`src/hw/rtl/dnsq_pkg.sv`:
```
// ----------------------------------------------------------------------------
// dnsq_pkg
// Shared types and constants for the DNS request question capture block.
// ----------------------------------------------------------------------------
`default_nettype none

package dnsq_pkg;

	// Parser phases, one per protocol header plus capture and a drop state
	typedef enum logic [2:0] {
		PH_ETH  = 3'd0,
		PH_IP   = 3'd1,
		PH_UDP  = 3'd2,
		PH_DNS  = 3'd3,
		PH_CAP  = 3'd4,
		PH_IDLE = 3'd5
	} phase_t;

	localparam logic [15:0] ETHERTYPE_IPV4 = 16'h0800;
	localparam logic [7:0]  IP_PROTO_UDP   = 8'd17;
	localparam logic [3:0]  IHL_MIN        = 4'd5;
	// UDP header (8) plus DNS header (12)
	localparam logic [15:0] UDP_DNS_HDR    = 16'd20;
	localparam logic [15:0] DNS_PORT_RESET = 16'd53;

	// Header byte offsets
	localparam logic [5:0] ETH_TYPE_HI  = 6'd12;
	localparam logic [5:0] ETH_TYPE_LO  = 6'd13;
	localparam logic [5:0] IP_IDENT_HI  = 6'd4;
	localparam logic [5:0] IP_IDENT_LO  = 6'd5;
	localparam logic [5:0] IP_PROTO     = 6'd9;
	localparam logic [5:0] IP_SRC_FIRST = 6'd12;
	localparam logic [5:0] IP_SRC_LAST  = 6'd15;
	localparam logic [5:0] UDP_DPORT_HI = 6'd2;
	localparam logic [5:0] UDP_DPORT_LO = 6'd3;
	localparam logic [5:0] UDP_LEN_LO   = 6'd5;
	localparam logic [5:0] UDP_LAST     = 6'd7;
	localparam logic [5:0] DNS_FLAGS_HI = 6'd2;
	localparam logic [5:0] DNS_LAST     = 6'd11;

	// One result beat
	typedef struct packed {
		logic [31:0] source_address;
		logic [15:0] packet_ident;
		logic [7:0]  query_byte;
		logic [3:0]  byte_index;
		logic        has_byte;
		logic        last;
	} result_t;

endpackage

`default_nettype wire

```
`src/hw/rtl/dnsq_parser.sv`:
```
// ----------------------------------------------------------------------------
// dnsq_parser
// Per-byte header walker: holds the parse state and, for each beat that
// advances, computes the next state and an optional result in one pass.
// ----------------------------------------------------------------------------
`default_nettype none

module dnsq_parser #(
	parameter int CAPTURE_BYTES = 10
) (
	input  wire logic             clk,
	input  wire logic             arst_n,
	input  wire logic             advance,
	input  wire logic [7:0]       beat_byte,
	input  wire logic             beat_end,
	input  wire logic [15:0]      dns_port,
	output logic                  res_valid,
	output dnsq_pkg::result_t     res
);

	localparam int CW = ($clog2(CAPTURE_BYTES + 1) > 4) ? $clog2(CAPTURE_BYTES + 1) : 4;

	dnsq_pkg::phase_t phase_q, phase_n;
	logic [5:0]  pos_q, pos_n;
	logic [15:0] shift_q, shift_n;
	logic [5:0]  ihl_q, ihl_n;
	logic [31:0] src_q, src_n;
	logic [15:0] ident_q, ident_n;
	logic [15:0] rem_q, rem_n;
	logic [CW-1:0] cnt_q, cnt_n;

	logic [5:0]    pos_inc;
	logic [15:0]   shifted;
	logic [CW-1:0] cnt_inc;
	logic [15:0]   rem_dec;
	logic          cap_last;
	logic          dns_empty;

	assign pos_inc   = pos_q + 6'd1;
	assign shifted   = {shift_q[7:0], beat_byte};
	assign cnt_inc   = cnt_q + CW'(1);
	assign rem_dec   = rem_q - 16'd1;
	assign cap_last  = (cnt_inc >= CW'(CAPTURE_BYTES)) || (rem_dec == 16'd0) || beat_end;
	assign dns_empty = (rem_q == 16'd0) || beat_end;

	// Next state
	always_comb begin
		logic stay;
		logic drop;
		logic [15:0] sh;
		stay    = 1'b1;
		drop    = 1'b0;
		sh      = shift_q;
		phase_n = phase_q;
		pos_n   = pos_q;
		shift_n = shift_q;
		ihl_n   = ihl_q;
		src_n   = src_q;
		ident_n = ident_q;
		rem_n   = rem_q;
		cnt_n   = cnt_q;
		case (phase_q)
			dnsq_pkg::PH_ETH: begin
				if (pos_q >= dnsq_pkg::ETH_TYPE_HI) shift_n = shifted;
				if (pos_q == dnsq_pkg::ETH_TYPE_LO) begin
					stay    = 1'b0;
					pos_n   = '0;
					phase_n = (shifted == dnsq_pkg::ETHERTYPE_IPV4) ?
						dnsq_pkg::PH_IP : dnsq_pkg::PH_IDLE;
				end
			end
			dnsq_pkg::PH_IP: begin
				if (pos_q == '0) begin
					if (beat_byte[3:0] < dnsq_pkg::IHL_MIN) drop = 1'b1;
					else ihl_n = {beat_byte[3:0], 2'b00};
				end else if (pos_q == dnsq_pkg::IP_IDENT_HI || pos_q == dnsq_pkg::IP_IDENT_LO) begin
					ident_n = {ident_q[7:0], beat_byte};
				end else if (pos_q == dnsq_pkg::IP_PROTO && beat_byte != dnsq_pkg::IP_PROTO_UDP) begin
					drop = 1'b1;
				end else if (pos_q >= dnsq_pkg::IP_SRC_FIRST && pos_q <= dnsq_pkg::IP_SRC_LAST) begin
					src_n = {src_q[23:0], beat_byte};
				end
				if (drop) begin
					stay    = 1'b0;
					pos_n   = '0;
					phase_n = dnsq_pkg::PH_IDLE;
				end else if (pos_inc == ihl_n) begin
					stay    = 1'b0;
					pos_n   = '0;
					phase_n = dnsq_pkg::PH_UDP;
				end
			end
			dnsq_pkg::PH_UDP: begin
				if (pos_q >= dnsq_pkg::UDP_DPORT_HI && pos_q <= dnsq_pkg::UDP_LEN_LO) begin
					shift_n = shifted;
					sh      = shifted;
				end
				if (pos_q == dnsq_pkg::UDP_DPORT_LO && sh != dns_port) begin
					stay    = 1'b0;
					pos_n   = '0;
					phase_n = dnsq_pkg::PH_IDLE;
				end else if (pos_q == dnsq_pkg::UDP_LEN_LO) begin
					if (sh < dnsq_pkg::UDP_DNS_HDR) begin
						stay    = 1'b0;
						pos_n   = '0;
						phase_n = dnsq_pkg::PH_IDLE;
					end else begin
						rem_n = sh - dnsq_pkg::UDP_DNS_HDR;
					end
				end else if (pos_q == dnsq_pkg::UDP_LAST) begin
					stay    = 1'b0;
					pos_n   = '0;
					phase_n = dnsq_pkg::PH_DNS;
				end
			end
			dnsq_pkg::PH_DNS: begin
				if (pos_q == dnsq_pkg::DNS_FLAGS_HI && beat_byte[7]) begin
					stay    = 1'b0;
					pos_n   = '0;
					phase_n = dnsq_pkg::PH_IDLE;
				end else if (pos_q == dnsq_pkg::DNS_LAST) begin
					stay  = 1'b0;
					pos_n = '0;
					if (dns_empty) begin
						phase_n = dnsq_pkg::PH_IDLE;
					end else begin
						cnt_n   = '0;
						phase_n = dnsq_pkg::PH_CAP;
					end
				end
			end
			dnsq_pkg::PH_CAP: begin
				cnt_n = cnt_inc;
				rem_n = rem_dec;
				if (cap_last) begin
					stay    = 1'b0;
					pos_n   = '0;
					phase_n = dnsq_pkg::PH_IDLE;
				end
			end
			default: begin
			end
		endcase
		if (stay && phase_q != dnsq_pkg::PH_IDLE) pos_n = pos_inc;
		// Frame end restarts at the Ethernet header
		if (beat_end) begin
			phase_n = dnsq_pkg::PH_ETH;
			pos_n   = '0;
		end
	end

	// Result for the current beat
	always_comb begin
		res_valid          = 1'b0;
		res.source_address = src_q;
		res.packet_ident   = ident_q;
		res.query_byte     = '0;
		res.byte_index     = '0;
		res.has_byte       = 1'b0;
		res.last           = 1'b1;
		case (phase_q)
			dnsq_pkg::PH_DNS: begin
				res_valid = (pos_q == dnsq_pkg::DNS_LAST) && dns_empty &&
					!(pos_q == dnsq_pkg::DNS_FLAGS_HI && beat_byte[7]);
			end
			dnsq_pkg::PH_CAP: begin
				res_valid      = 1'b1;
				res.query_byte = beat_byte;
				res.byte_index = cnt_q[3:0];
				res.has_byte   = 1'b1;
				res.last       = cap_last;
			end
			default: begin
			end
		endcase
	end

	// Hold parse state; advance on each beat leaving the input stage
	always_ff @(posedge clk or negedge arst_n) begin
		if (!arst_n) begin
			phase_q <= dnsq_pkg::PH_ETH;
			pos_q   <= '0;
			shift_q <= '0;
			ihl_q   <= '0;
			src_q   <= '0;
			ident_q <= '0;
			rem_q   <= '0;
			cnt_q   <= '0;
		end else if (advance) begin
			phase_q <= phase_n;
			pos_q   <= pos_n;
			shift_q <= shift_n;
			ihl_q   <= ihl_n;
			src_q   <= src_n;
			ident_q <= ident_n;
			rem_q   <= rem_n;
			cnt_q   <= cnt_n;
		end
	end

endmodule

`default_nettype wire

```
`src/hw/rtl/dnsq_out_reg.sv`:
```
// ----------------------------------------------------------------------------
// dnsq_out_reg
// Result register: holds one result beat until the receiver takes it.
// ----------------------------------------------------------------------------
`default_nettype none

module dnsq_out_reg (
	input  wire logic              clk,
	input  wire logic              arst_n,
	input  wire logic              advance,
	input  wire logic              res_valid,
	input  wire dnsq_pkg::result_t res,
	input  wire logic              out_stall,
	output logic                   out_valid,
	output dnsq_pkg::result_t      out_res,
	output logic                   ready
);

	logic valid_q;
	dnsq_pkg::result_t res_q;

	// Free when empty or being taken this cycle
	assign ready     = !valid_q || !out_stall;
	assign out_valid = valid_q;
	assign out_res   = res_q;

	always_ff @(posedge clk or negedge arst_n) begin
		if (!arst_n) begin
			valid_q <= 1'b0;
		end else if (advance) begin
			valid_q <= res_valid;
		end else if (!out_stall) begin
			valid_q <= 1'b0;
		end
	end

	// Load payload only when a new result arrives
	always_ff @(posedge clk) begin
		if (advance && res_valid) begin
			res_q <= res;
		end
	end

endmodule

`default_nettype wire

```
`src/hw/rtl/dns_request_query_capture.sv`:
```
// ----------------------------------------------------------------------------
// dns_request_query_capture
// Captures the first question bytes of DNS requests from an Ethernet byte
// stream, tagged with the IPv4 source address and identification field.
// ----------------------------------------------------------------------------
// Usage:
//   Input channel (in_valid / in_stall): one frame byte per beat, frame_end
//   high on the final byte of each frame. Output channel (out_valid /
//   out_stall): one result beat per captured question byte, or a single
//   beat with has_byte low for a request with an empty question; last marks
//   the final beat of a request's record.
//   A byte passes the input register and its result the output register.
//   Throughput: one byte per cycle while the receiver does not stall,
//   set by the input register, the single-pass header parser and the result
//   register. While the receiver stalls with a result held, the input
//   register fills and in_stall rises once it holds a beat; nothing is lost.
//   Reset clears both valid flags, restarts parsing at the Ethernet header
//   and loads dns_port with 53. Write dns_port (cfg_we / cfg_wdata) only
//   while the block is idle.
// ----------------------------------------------------------------------------
`default_nettype none

module dns_request_query_capture #(
	parameter int CAPTURE_BYTES = 10
) (
	input  wire logic        clk,
	input  wire logic        arst_n,
	input  wire logic        cfg_we,
	input  wire logic [15:0] cfg_wdata,
	input  wire logic        in_valid,
	output logic             in_stall,
	input  wire logic [7:0]  frame_byte,
	input  wire logic        frame_end,
	output logic             out_valid,
	input  wire logic        out_stall,
	output logic [31:0]      source_address,
	output logic [15:0]      packet_ident,
	output logic [7:0]       query_byte,
	output logic [3:0]       byte_index,
	output logic             has_byte,
	output logic             last
);

	logic [15:0] dns_port_q;
	logic        valid_s1;
	logic [7:0]  byte_s1;
	logic        end_s1;
	logic        ready;
	logic        advance;
	logic        res_valid;
	dnsq_pkg::result_t res;
	dnsq_pkg::result_t out_res;

	// Configuration register
	always_ff @(posedge clk or negedge arst_n) begin
		if (!arst_n) begin
			dns_port_q <= dnsq_pkg::DNS_PORT_RESET;
		end else if (cfg_we) begin
			dns_port_q <= cfg_wdata;
		end
	end

	// Input stage: move a beat on when the result register is free
	assign advance  = valid_s1 && ready;
	assign in_stall = valid_s1 && !ready;

	always_ff @(posedge clk or negedge arst_n) begin
		if (!arst_n) begin
			valid_s1 <= 1'b0;
		end else if (in_valid && !in_stall) begin
			valid_s1 <= 1'b1;
		end else if (advance) begin
			valid_s1 <= 1'b0;
		end
	end

	always_ff @(posedge clk) begin
		if (in_valid && !in_stall) begin
			byte_s1 <= frame_byte;
			end_s1  <= frame_end;
		end
	end

	dnsq_parser #(
		.CAPTURE_BYTES(CAPTURE_BYTES)
	) u_parser (
		.clk       (clk),
		.arst_n    (arst_n),
		.advance   (advance),
		.beat_byte (byte_s1),
		.beat_end  (end_s1),
		.dns_port  (dns_port_q),
		.res_valid (res_valid),
		.res       (res)
	);

	dnsq_out_reg u_out_reg (
		.clk       (clk),
		.arst_n    (arst_n),
		.advance   (advance),
		.res_valid (res_valid),
		.res       (res),
		.out_stall (out_stall),
		.out_valid (out_valid),
		.out_res   (out_res),
		.ready     (ready)
	);

	assign source_address = out_res.source_address;
	assign packet_ident   = out_res.packet_ident;
	assign query_byte     = out_res.query_byte;
	assign byte_index     = out_res.byte_index;
	assign has_byte       = out_res.has_byte;
	assign last           = out_res.last;

`ifndef SYNTHESIS
	// Empty-question beat is a closed record with zeroed byte fields
	assert property (@(posedge clk) disable iff (!arst_n)
		out_valid && !has_byte |-> last && query_byte == 8'd0 && byte_index == 4'd0)
		else $error("empty-question result malformed");

	// Input stalls only behind a held, stalled result
	assert property (@(posedge clk) disable iff (!arst_n)
		in_stall |-> out_valid && out_stall)
		else $error("input stalled while result register free");

	// No result appears without a beat in the input stage
	assert property (@(posedge clk) disable iff (!arst_n)
		out_valid && !out_stall && !valid_s1 |=> !out_valid)
		else $error("result produced without an input beat");
`endif

endmodule

`default_nettype wire

```
`config.mk`:
```
export PLATFORM = sky130hd
export DESIGN_NAME = dns_request_query_capture
export DESIGN_NICKNAME = d
export VERILOG_FILES = /design/src/hw/rtl/dnsq_pkg.sv /design/src/hw/rtl/dnsq_parser.sv /design/src/hw/rtl/dnsq_out_reg.sv /design/src/hw/rtl/dns_request_query_capture.sv
export SDC_FILE = /design/constraint.sdc
export NUM_CORES = 1
export LEC_CHECK = 0
export ABC_AREA = 1
export BUFFER_PORTS_ARGS = -buffer_cell sky130_fd_sc_hd__buf_2
export CAP_MARGIN = 40
export CORE_MARGIN = 2
export CORE_UTILIZATION = 64
export DETAILED_ROUTE_END_ITERATION = 8
export MAX_ROUTING_LAYER = met4
export PLACE_DENSITY = 0.84
export SYNTH_ARGS = -nofsm -noshare
export SYNTH_HDL_FRONTEND = slang
export SYNTH_SLANG_ARGS = --single-unit
```
`constraint.sdc`:
```
create_clock -name clk -period 7.6 [get_ports clk]
set_clock_uncertainty 0.15 [all_clocks]
set_input_delay 2.28 -clock clk [delete_from_list [all_inputs] [get_ports clk]]
set_output_delay 2.28 -clock clk [all_outputs]
set_load 0.03 [all_outputs]
```
Word-level counts from Yosys, hierarchy flattened. Cells that the tools add are included. Widths: inputs -> output; s select.

Bits in latches: 0. Input port bits: 30. Memories kept: 0. Word-level logic and storage cells: 174. Flip-flop bits (word level): 188. Output and inout bits: 64. Memory bits (writable): 0. Bits in read-only memories: 0.

Bitwise operators: 3. Divide/modulo/power cells: 0. Add/sub/neg operators: 4. Order comparisons: 7. Muxes and demuxes: 64. Equality and inequality tests: 37. Shifts and indexed selects: 0. Multipliers: 0. Reduce and logical (&&, ||, !) cells: 40.

Operators with widths (count): $mux 16 (6); $mux 6 (15); $pmux 16 s2 (2); $mux 3 (12); $logic_not 16->1 (2); $pmux 6 s5 (1); $mux 1 (20); $eq 6x3->1 const B (3); $eq 6x4->1 const B (3); $eq 16x12->1 const B (1); $lt 16x5->1 const B (1); $ne 16x16->1 (1); $ne 4x2->1 const B (4); $reduce_and 8->1 (2); $sub 16x1->16 const B (1); $sub 16x5->16 const B (1); $ne 5x2->1 const B (3); $pmux 3 s5 (1); $eq 6x2->1 const B (2); $logic_and 1x1->1 (12); $mux 4 (3); $reduce_and 5->1 (2); $ne 2x1->1 const B (4); $ne 2x2->1 const B (4); 34 further kinds (49).

Longest topological paths before layout. Gate-level depths: netlist (run 1).

Depth in word-level cells: 12. Depth in mapped cells: 24. Mapped depth without buffers: 22.

Modules after synthesis. Synthesis (run 1) repeated with hierarchy kept, for this count alone.

Cell total of the unflattened synthesis: 1023. Area, all modules: 9238.9 um^2.

Modules (own cells, without submodules): dnsq_parser (cells an instance 869, instances 1, seq. area each 2477.4 um^2, area each 6346.1 um^2); dnsq_out_reg (cells an instance 69, instances 1, seq. area each 1886.8 um^2, area each 1910.6 um^2); dns_request_query_capture (cells an instance 85, instances 1, seq. area each 700.7 um^2, area each 982.2 um^2).

Worst setup path after synthesis (run 1). OpenSTA, ideal clock, no wires.

Path kind: input port to flip-flop. Start: input port out_stall. End: register u_out_reg.res_q (netlist bit u_out_reg.out_res[0]) (enable). Data required time: 6947 ps. Buffers on the path: 0. Path slack: 1384 ps. Library setup time: 503 ps. Arrival: 5563 ps. Stages on the path: 3. Cells stage by stage: nand2_1 -> nand2_1 -> a21oi_1.

Word-level cells in the longest chain between the ends: 4.

Ends and longest elaborated chain: start, declared (line dns_request_query_capture.sv:35) `input wire logic out_stall,`; $logic_not 1->1 (line dnsq_out_reg.sv:23) `assign ready = !valid_q || !out_stall;`; $logic_or 1x1->1 (line dnsq_out_reg.sv:23); $logic_and 1x1->1 (line dns_request_query_capture.sv:64) `assign advance = valid_s1 && ready;`; $logic_and 1x1->1 (line dnsq_out_reg.sv:39) `if (advance && res_valid) begin`; end signal, assigned (line dnsq_out_reg.sv:40) `res_q <= res;`; end, declared (line dnsq_out_reg.sv:20) `dnsq_pkg::result_t res_q;`.

No other way between the ends. A chain may end at the register's enable or synchronous reset.

Worst setup path in the final report (run 1).
Start: input port out_stall. End: output port in_stall.

Word-level cells in the longest chain between the ends: 4.

Ends and longest elaborated chain: $logic_not 1->1 (line dnsq_out_reg.sv:23); $logic_or 1x1->1 (line dnsq_out_reg.sv:23); $logic_not 1->1 (line dns_request_query_capture.sv:65) `assign in_stall = valid_s1 && !ready;`; $logic_and 1x1->1 (line dns_request_query_capture.sv:65); end, declared (line dns_request_query_capture.sv:31) `output logic in_stall,`.

No other way between the ends.

==> results of run 1 <==
==> placed cells by master, fill, tap and decap left out, drive strengths merged, types with 3 or more instances in the layout <==
cell type    n
a21oi       26
a31oi        6
buf        100
clkbuf      19
clkinv       4
dfrtp      113
dfstp        4
edfxtp      71
ha           9
inv        125
mux2        32
nand2      230
nand3       91
nand3b       3
nand4       15
nor2       106
nor3        11
nor4         6
o211ai       7
o21ai      103
o21bai       4
o22ai        4
xnor2        4
xor2         5
==> stage by stage <==
step | hold WS, ns | area, µm² | setup WS, ns
after global placement | 0.277 | 9780 | 2.42
after floorplan | 0.269 | 9190 | 1.38
after global routing | 0.304 | 10400 | 2.36
after CTS | 0.291 | 10400 | 2.39
after detailed placement | 0.277 | 9830 | 2.42
final | 0.296 | 10400 | 2.40
==> layer usage <==
metal / wire (µm) / up-vias / track usage, %
met3: 1660 / 59 / 5.04
met4: 614 / 0 / 13.1
met1: 8690 / 3359 / 38.9
met5: 0 / - / -
li1: - / 3535 / -
met2: 9660 / 349 / 46.4
==> final cells by class <==
cell class                 count  area, µm²  area share, %
tap                          180        225           2.16
timing repair buffer         100        548           5.26
sequential                   188       5060           48.6
multi-input combinational    668       3540           34.0
inverter                     118        445           4.28
clock buffer                  19        443           4.25
clock inverter                13        144           1.38
==> flip-flops by register name (all words and copies together) (netlist names) <==
| name | cells |
|---|---|
| byte_s1 | 8 |
| dns_port_q | 16 |
| end_s1 | 1 |
| u_out_reg.out_res | 62 |
| u_out_reg.out_valid | 1 |
| u_parser.cnt_q | 4 |
| u_parser.ident_q | 16 |
| u_parser.ihl_q | 6 |
| u_parser.phase_q | 3 |
| u_parser.pos_q | 6 |
| u_parser.rem_q | 16 |
| u_parser.shift_q | 16 |
| u_parser.src_q | 32 |
| valid_s1 | 1 |
==> synth_stat cells (all sizes together) (9+ instances only) <==
cell,n
a21oi,26
o21ai,103
nand3,91
buf,14
inv,117
edfxtp,71
clkbuf,16
dfrtp,113
nor2,106
ha,9
mux2,32
nand4,15
nor3,11
nand2,230
==> cell families (layout without fill, tap and decap cells) <==
kind of cell / Yosys count / in the layout / synth area share [%]
adders and majority gates: 9 / 9 / 1.23
and+or+nand+nor: 463 / 463 / 22.7
muxes: 32 / 32 / 3.92
DFF: 188 / 188 / 55.1
AOI/OAI and AO/OA: 155 / 155 / 9.61
buffers and inverters: 148 / 250 / 6.60
xor gates and xnor gates: 9 / 9 / 0.858
==> worst max-delay path, cell delays in order <==
cell     delay [ns]
buf_2          0.07
nand2_1        0.08
nor2_1         0.12
buf_2          0.21
==> where the power goes <==
part / switching, W / total (W) / internal (W)
Sequential: 0.000150 / 0.00144 / 0.00129
Combinational: 0.00120 / 0.00170 / 0.000499
Clock: 0.000412 / 0.000887 / 0.000475
Total: 0.00176 / 0.00402 / 0.00226
==> worst min-delay path by stage <==
stage | from | end | slack (ns)
after floorplan | u_parser.ident_q[8] | u_out_reg.out_res[22] | 0.27
after CTS | u_parser.src_q[30] | u_out_reg.out_res[60] | 0.29
after global placement | u_parser.src_q[30] | u_out_reg.out_res[60] | 0.28
final | u_parser.src_q[26] | u_out_reg.out_res[56] | 0.30
after global routing | u_parser.src_q[25] | u_out_reg.out_res[55] | 0.30
after detailed placement | u_parser.src_q[25] | u_out_reg.out_res[55] | 0.28
==> impl_metrics.csv, run 1 <==
group,metric,value,unit
critical_path,worstPathArrival,2.77,ns
floorplanning,start_util,66.0,%
sta,final.period_utilization,68.4,%
floorplanning,io_pins,94,
grt,grt.total_usage,29.8,%
floorplanning,die_w,124,µm
critical_path,critPathCapture,"in_stall",
critical_path,critical_path_class,"in2out",
routing,vias,7302,
critical_path,startpoint,"out_stall",
logic_synthesis,yosysTopAreaCell,"dfrtp_1",
floorplanning,core-area,13900,µm²
sta,finalSetupTns,0,ns
routing,dr.pass1.iters,6,
placement,io_buffer_count,93,
critical_path,r2r-start,"u_parser.pos_q[1]",
logic_synthesis,synth_seq_area_share,55.1,%
logic_synthesis,syn_area_per_cell,9.15,µm²
sta,min_period,5.20,ns
sta,slew_violations,0,
grt,grt_pass1_vias,6894,
floorplanning,dieArea,15300,µm²
critical_path,regToRegEndpoint,"u_parser.pos_q[0]",
critical_path,path_max_fanout,3,
finish,area_growth,13.3,%
logic_synthesis,syn_nets,1043,
cts,cts_made_buffers,17,
sta,relSlewSlack,43.4,%
floorplanning,rows,43,
sta,hold_viol,0,
logic_synthesis,syn_inst,1004,
cts,cts_hold_buf,0,
logic_synthesis,netlist.area_leader.share,30.8,%
finish,antenna_cells,0,
power_and_ir_drop,powerDensity,386,nW/µm²
cts,h-tree-depth,4,
logic_synthesis,synth_flop_cell,"dfrtp_1",
logic_synthesis,ys_seq_elements,188,
routing,ant_nets,0,
sta,finalSetupViolations,0,
grt,grt_pass1_wl,33700,µm
routing,drc_errors,0,
routing,drt_iter0_markers,767,
finish,final_util,74.7,%
grt,antenna_found_initial,0,
cts,cts-root-buf,"clkbuf_16",
critical_path,cp-start-kind,"input port",
floorplanning,die_h,124,µm
placement,dp_hpwl,14200,µm
logic_synthesis,async_flop_share,62.2,%
cts,clk_pin_slew_worst_paths,0.07,ns
cts,cts.sinks,188,
power_and_ir_drop,ir_worst_vdd,0.185,mV
min_path,holdPathStages,0,
grt,overflow,0,
cts,cts_resized,0,
grt,grt_max_degree,68,
cts,clk_path_buf_depth,2,
cts,clk_latency,0.44,ns
logic_synthesis,synthTopCellsByArea,"dfrtp_1, edfxtp_1, nand2_1",
critical_path,regToRegSetupSlack,3.38,ns
run,max-cap-violations,0,
cts,post_cts_buffers,0,
placement,place_congestion,0.973,
placement,dp_cells,1254,
min_path,hp-class,"reg2reg",
outcome,status,"finished, final reports clean",
critical_path,rr_worst_depth,20,
routing,detail_route.wl_per_cell,16.0,µm
sta,grt_setup_unrepaired,"false",
sta,worst_pin_slew,0.849,ns
logic_synthesis,synth_edf_count,71,
finish,final_cells,1286,
critical_path,end_kind,"output pin",
routing,drt_wl_total,20600,µm
critical_path,cp.required,5.17,ns
finish,layout-drive-gt1-share,20.0,%
routing,avgViaCountPerCell,5.68,
power_and_ir_drop,power,0.00402,W
cts,cts_tree,"yes",
finish,nets,1132,
power_and_ir_drop,leakage,4.92,nW
finish,fillers,972,
sta,max_freq,192,MHz
logic_synthesis,synth-warning-count,0,
logic_synthesis,ys_types,50,
logic_synthesis,synth_area,9190,µm²
Power figures use the tool's default switching activity.
==> inputs of run 2 (changes only) <==
Settings changed: CORE_UTILIZATION 64 to 54, PLACE_DENSITY 0.84 to 0.75.
Clock period 7.6 ns to 4.6 ns, I/O delays scaled along.
==> impl_metrics.csv, run 2 (synthesized netlist as in run 1, its figures left out) <==
group,metric,value,unit
outcome,status,"finished, final reports clean",
floorplanning,start_util,55.4,%
finish,final_cells,1327,
power_and_ir_drop,powerDensity,632,nW/µm²
sta,finalSetupViolations,0,
cts,post_cts_buffers,0,
cts,cts.sinks,188,
grt,overflow,0,
floorplanning,dieArea,18100,µm²
critical_path,cp-start-kind,"flop",
cts,cts_made_buffers,17,
sta,worst_pin_slew,0.906,ns
grt,grt.total_usage,24.5,%
floorplanning,core-area,16600,µm²
routing,drt_wl_total,20300,µm
critical_path,critical_path_class,"reg2reg",
grt,grt_pass1_vias,6711,
cts,clk_latency,0.45,ns
floorplanning,die_h,134,µm
routing,avgViaCountPerCell,5.40,
cts,h-tree-depth,4,
placement,io_buffer_count,93,
finish,final_common_cell,"nand2_1",
finish,fillers,1391,
cts,clk_path_buf_depth,2,
sta,finalSetupTns,0,ns
finish,final_util,63.1,%
placement,dp_cells,1295,
cts,cts-root-buf,"clkbuf_16",
critical_path,end_kind,"flop",
sta,grt_setup_unrepaired,"false",
routing,detail_route.wl_per_cell,15.3,µm
floorplanning,io_pins,94,
routing,drt_iter0_markers,582,
sta,relSlewSlack,39.5,%
sta,max_freq,288,MHz
finish,antenna_cells,0,
routing,vias,7169,
power_and_ir_drop,power,0.00662,W
sta,final.period_utilization,75.5,%
placement,place_congestion,0.974,
finish,area_growth,13.9,%
sta,setup_slack,1.12,ns
power_and_ir_drop,ir_worst_vdd,0.347,mV
routing,ant_nets,0,
cts,cts_resized,0,
finish,mostFrequentLayoutCells,"nand2_1, dfrtp_1, inv_1",
sta,slew_violations,0,
run,max-cap-violations,0,
placement,place_ws,0.980,ns
power_and_ir_drop,leakage,4.91,nW
floorplanning,rows,47,
critical_path,cp.required,4.77,ns
critical_path,worstPathArrival,3.64,ns
cts,cts_tree,"yes",
critical_path,regToRegSetupSlack,1.12,ns
grt,grt_pass1_wl,33500,µm
sta,hold_viol,0,
critical_path,path_max_fanout,22,
cts,clk_pin_slew_worst_paths,0.07,ns
finish,nets,1133,
sta,min_period,3.48,ns
routing,dr.pass1.iters,5,
floorplanning,die_w,134,µm
grt,grt_max_degree,68,
finish,layout-drive-gt1-share,20.1,%
min_path,hp-class,"reg2reg",
routing,drc_errors,0,
grt,antenna_found_initial,0,
placement,dp_hpwl,14200,µm
finish,largest_register_ffs,62,
cts,cts_hold_buf,0,
[run 2: changes by cell type in the layout (fill, tap and decap cells not counted)]
cell and change:
nand3_1 -1, clkinv_8 +1, clkinvlp_4 +1, buf_16 -1, buf_6 +1, nand3_2 +1, buf_4 +1, inv_6 -2
buf_12 +1, buf_8 -1
[run 2: critical path: stages (launching register included)]
cell and delay (ns):
dfrtp_1 0.43, inv_1 0.16, ha_1 0.24, inv_2 0.08, nand3b_2 0.11, nand3_2 0.41, nand2_1 0.21, nand2_1 0.16
inv_1 0.10, ha_1 0.16, inv_1 0.04, nand2_1 0.11, inv_1 0.07, nor2_1 0.20, nand4_1 0.15, nand2_1 0.11
nor2_1 0.04, nand2_1 0.13, nand2_1 0.12, nand4_1 0.10, o21bai_1 0.08
[run 2: area by class of cell]
cell class,count,area [µm²],area share [%]
Clock inverter,13,150,1.43
Inverter,118,445,4.25
Tap cell,220,275,2.63
Timing Repair Buffer,101,544,5.20
Multi-Input combinational cell,668,3550,33.9
Clock buffer,19,443,4.23
Sequential cell,188,5060,48.4
[run 2: final timing paths]
| kind | startpoint | endpoint | cells after the start |
|---|---|---|---|
| setup / recovery | u_parser.pos_q[1] | u_parser.pos_q[0] | 20 |
| hold / removal | u_parser.ident_q[11] | u_out_reg.out_res[25] | 0 |
| setup reg to reg | u_parser.pos_q[1] | u_parser.pos_q[0] | 20 |
| hold reg to reg | u_parser.ident_q[11] | u_out_reg.out_res[25] | 0 |
| max in group asynchronous | arst_n | u_parser.src_q[31] | 2 |
| min in group asynchronous | arst_n | u_parser.ihl_q[1] | 1 |
[run 2: report_power, final]
group / total, W / switching [W] / internal (W)
Combinational: 0.00277 / 0.00196 / 0.000811
Sequential: 0.00237 / 0.000246 / 0.00213
Clock: 0.00148 / 0.000691 / 0.000785
Total: 0.00662 / 0.00290 / 0.00372
[run 2: per-layer routing]
| metal | wire length [µm] | track usage, % |
|---|---|---|
| met1 | 9360 | 33.6 |
| met3 | 1310 | 4.58 |
| met4 | 414 | 8.36 |
| met2 | 9270 | 37.3 |
| met5 | 0 | - |
[run 2: metrics by stage]
stage                     cell area, µm²  hold slack [ns]
after floorplan                     9200            0.269
after global placement              9870            0.277
after detailed placement            9880            0.280
after CTS                          10500            0.297
after global routing               10500            0.310
final                              10500            0.297
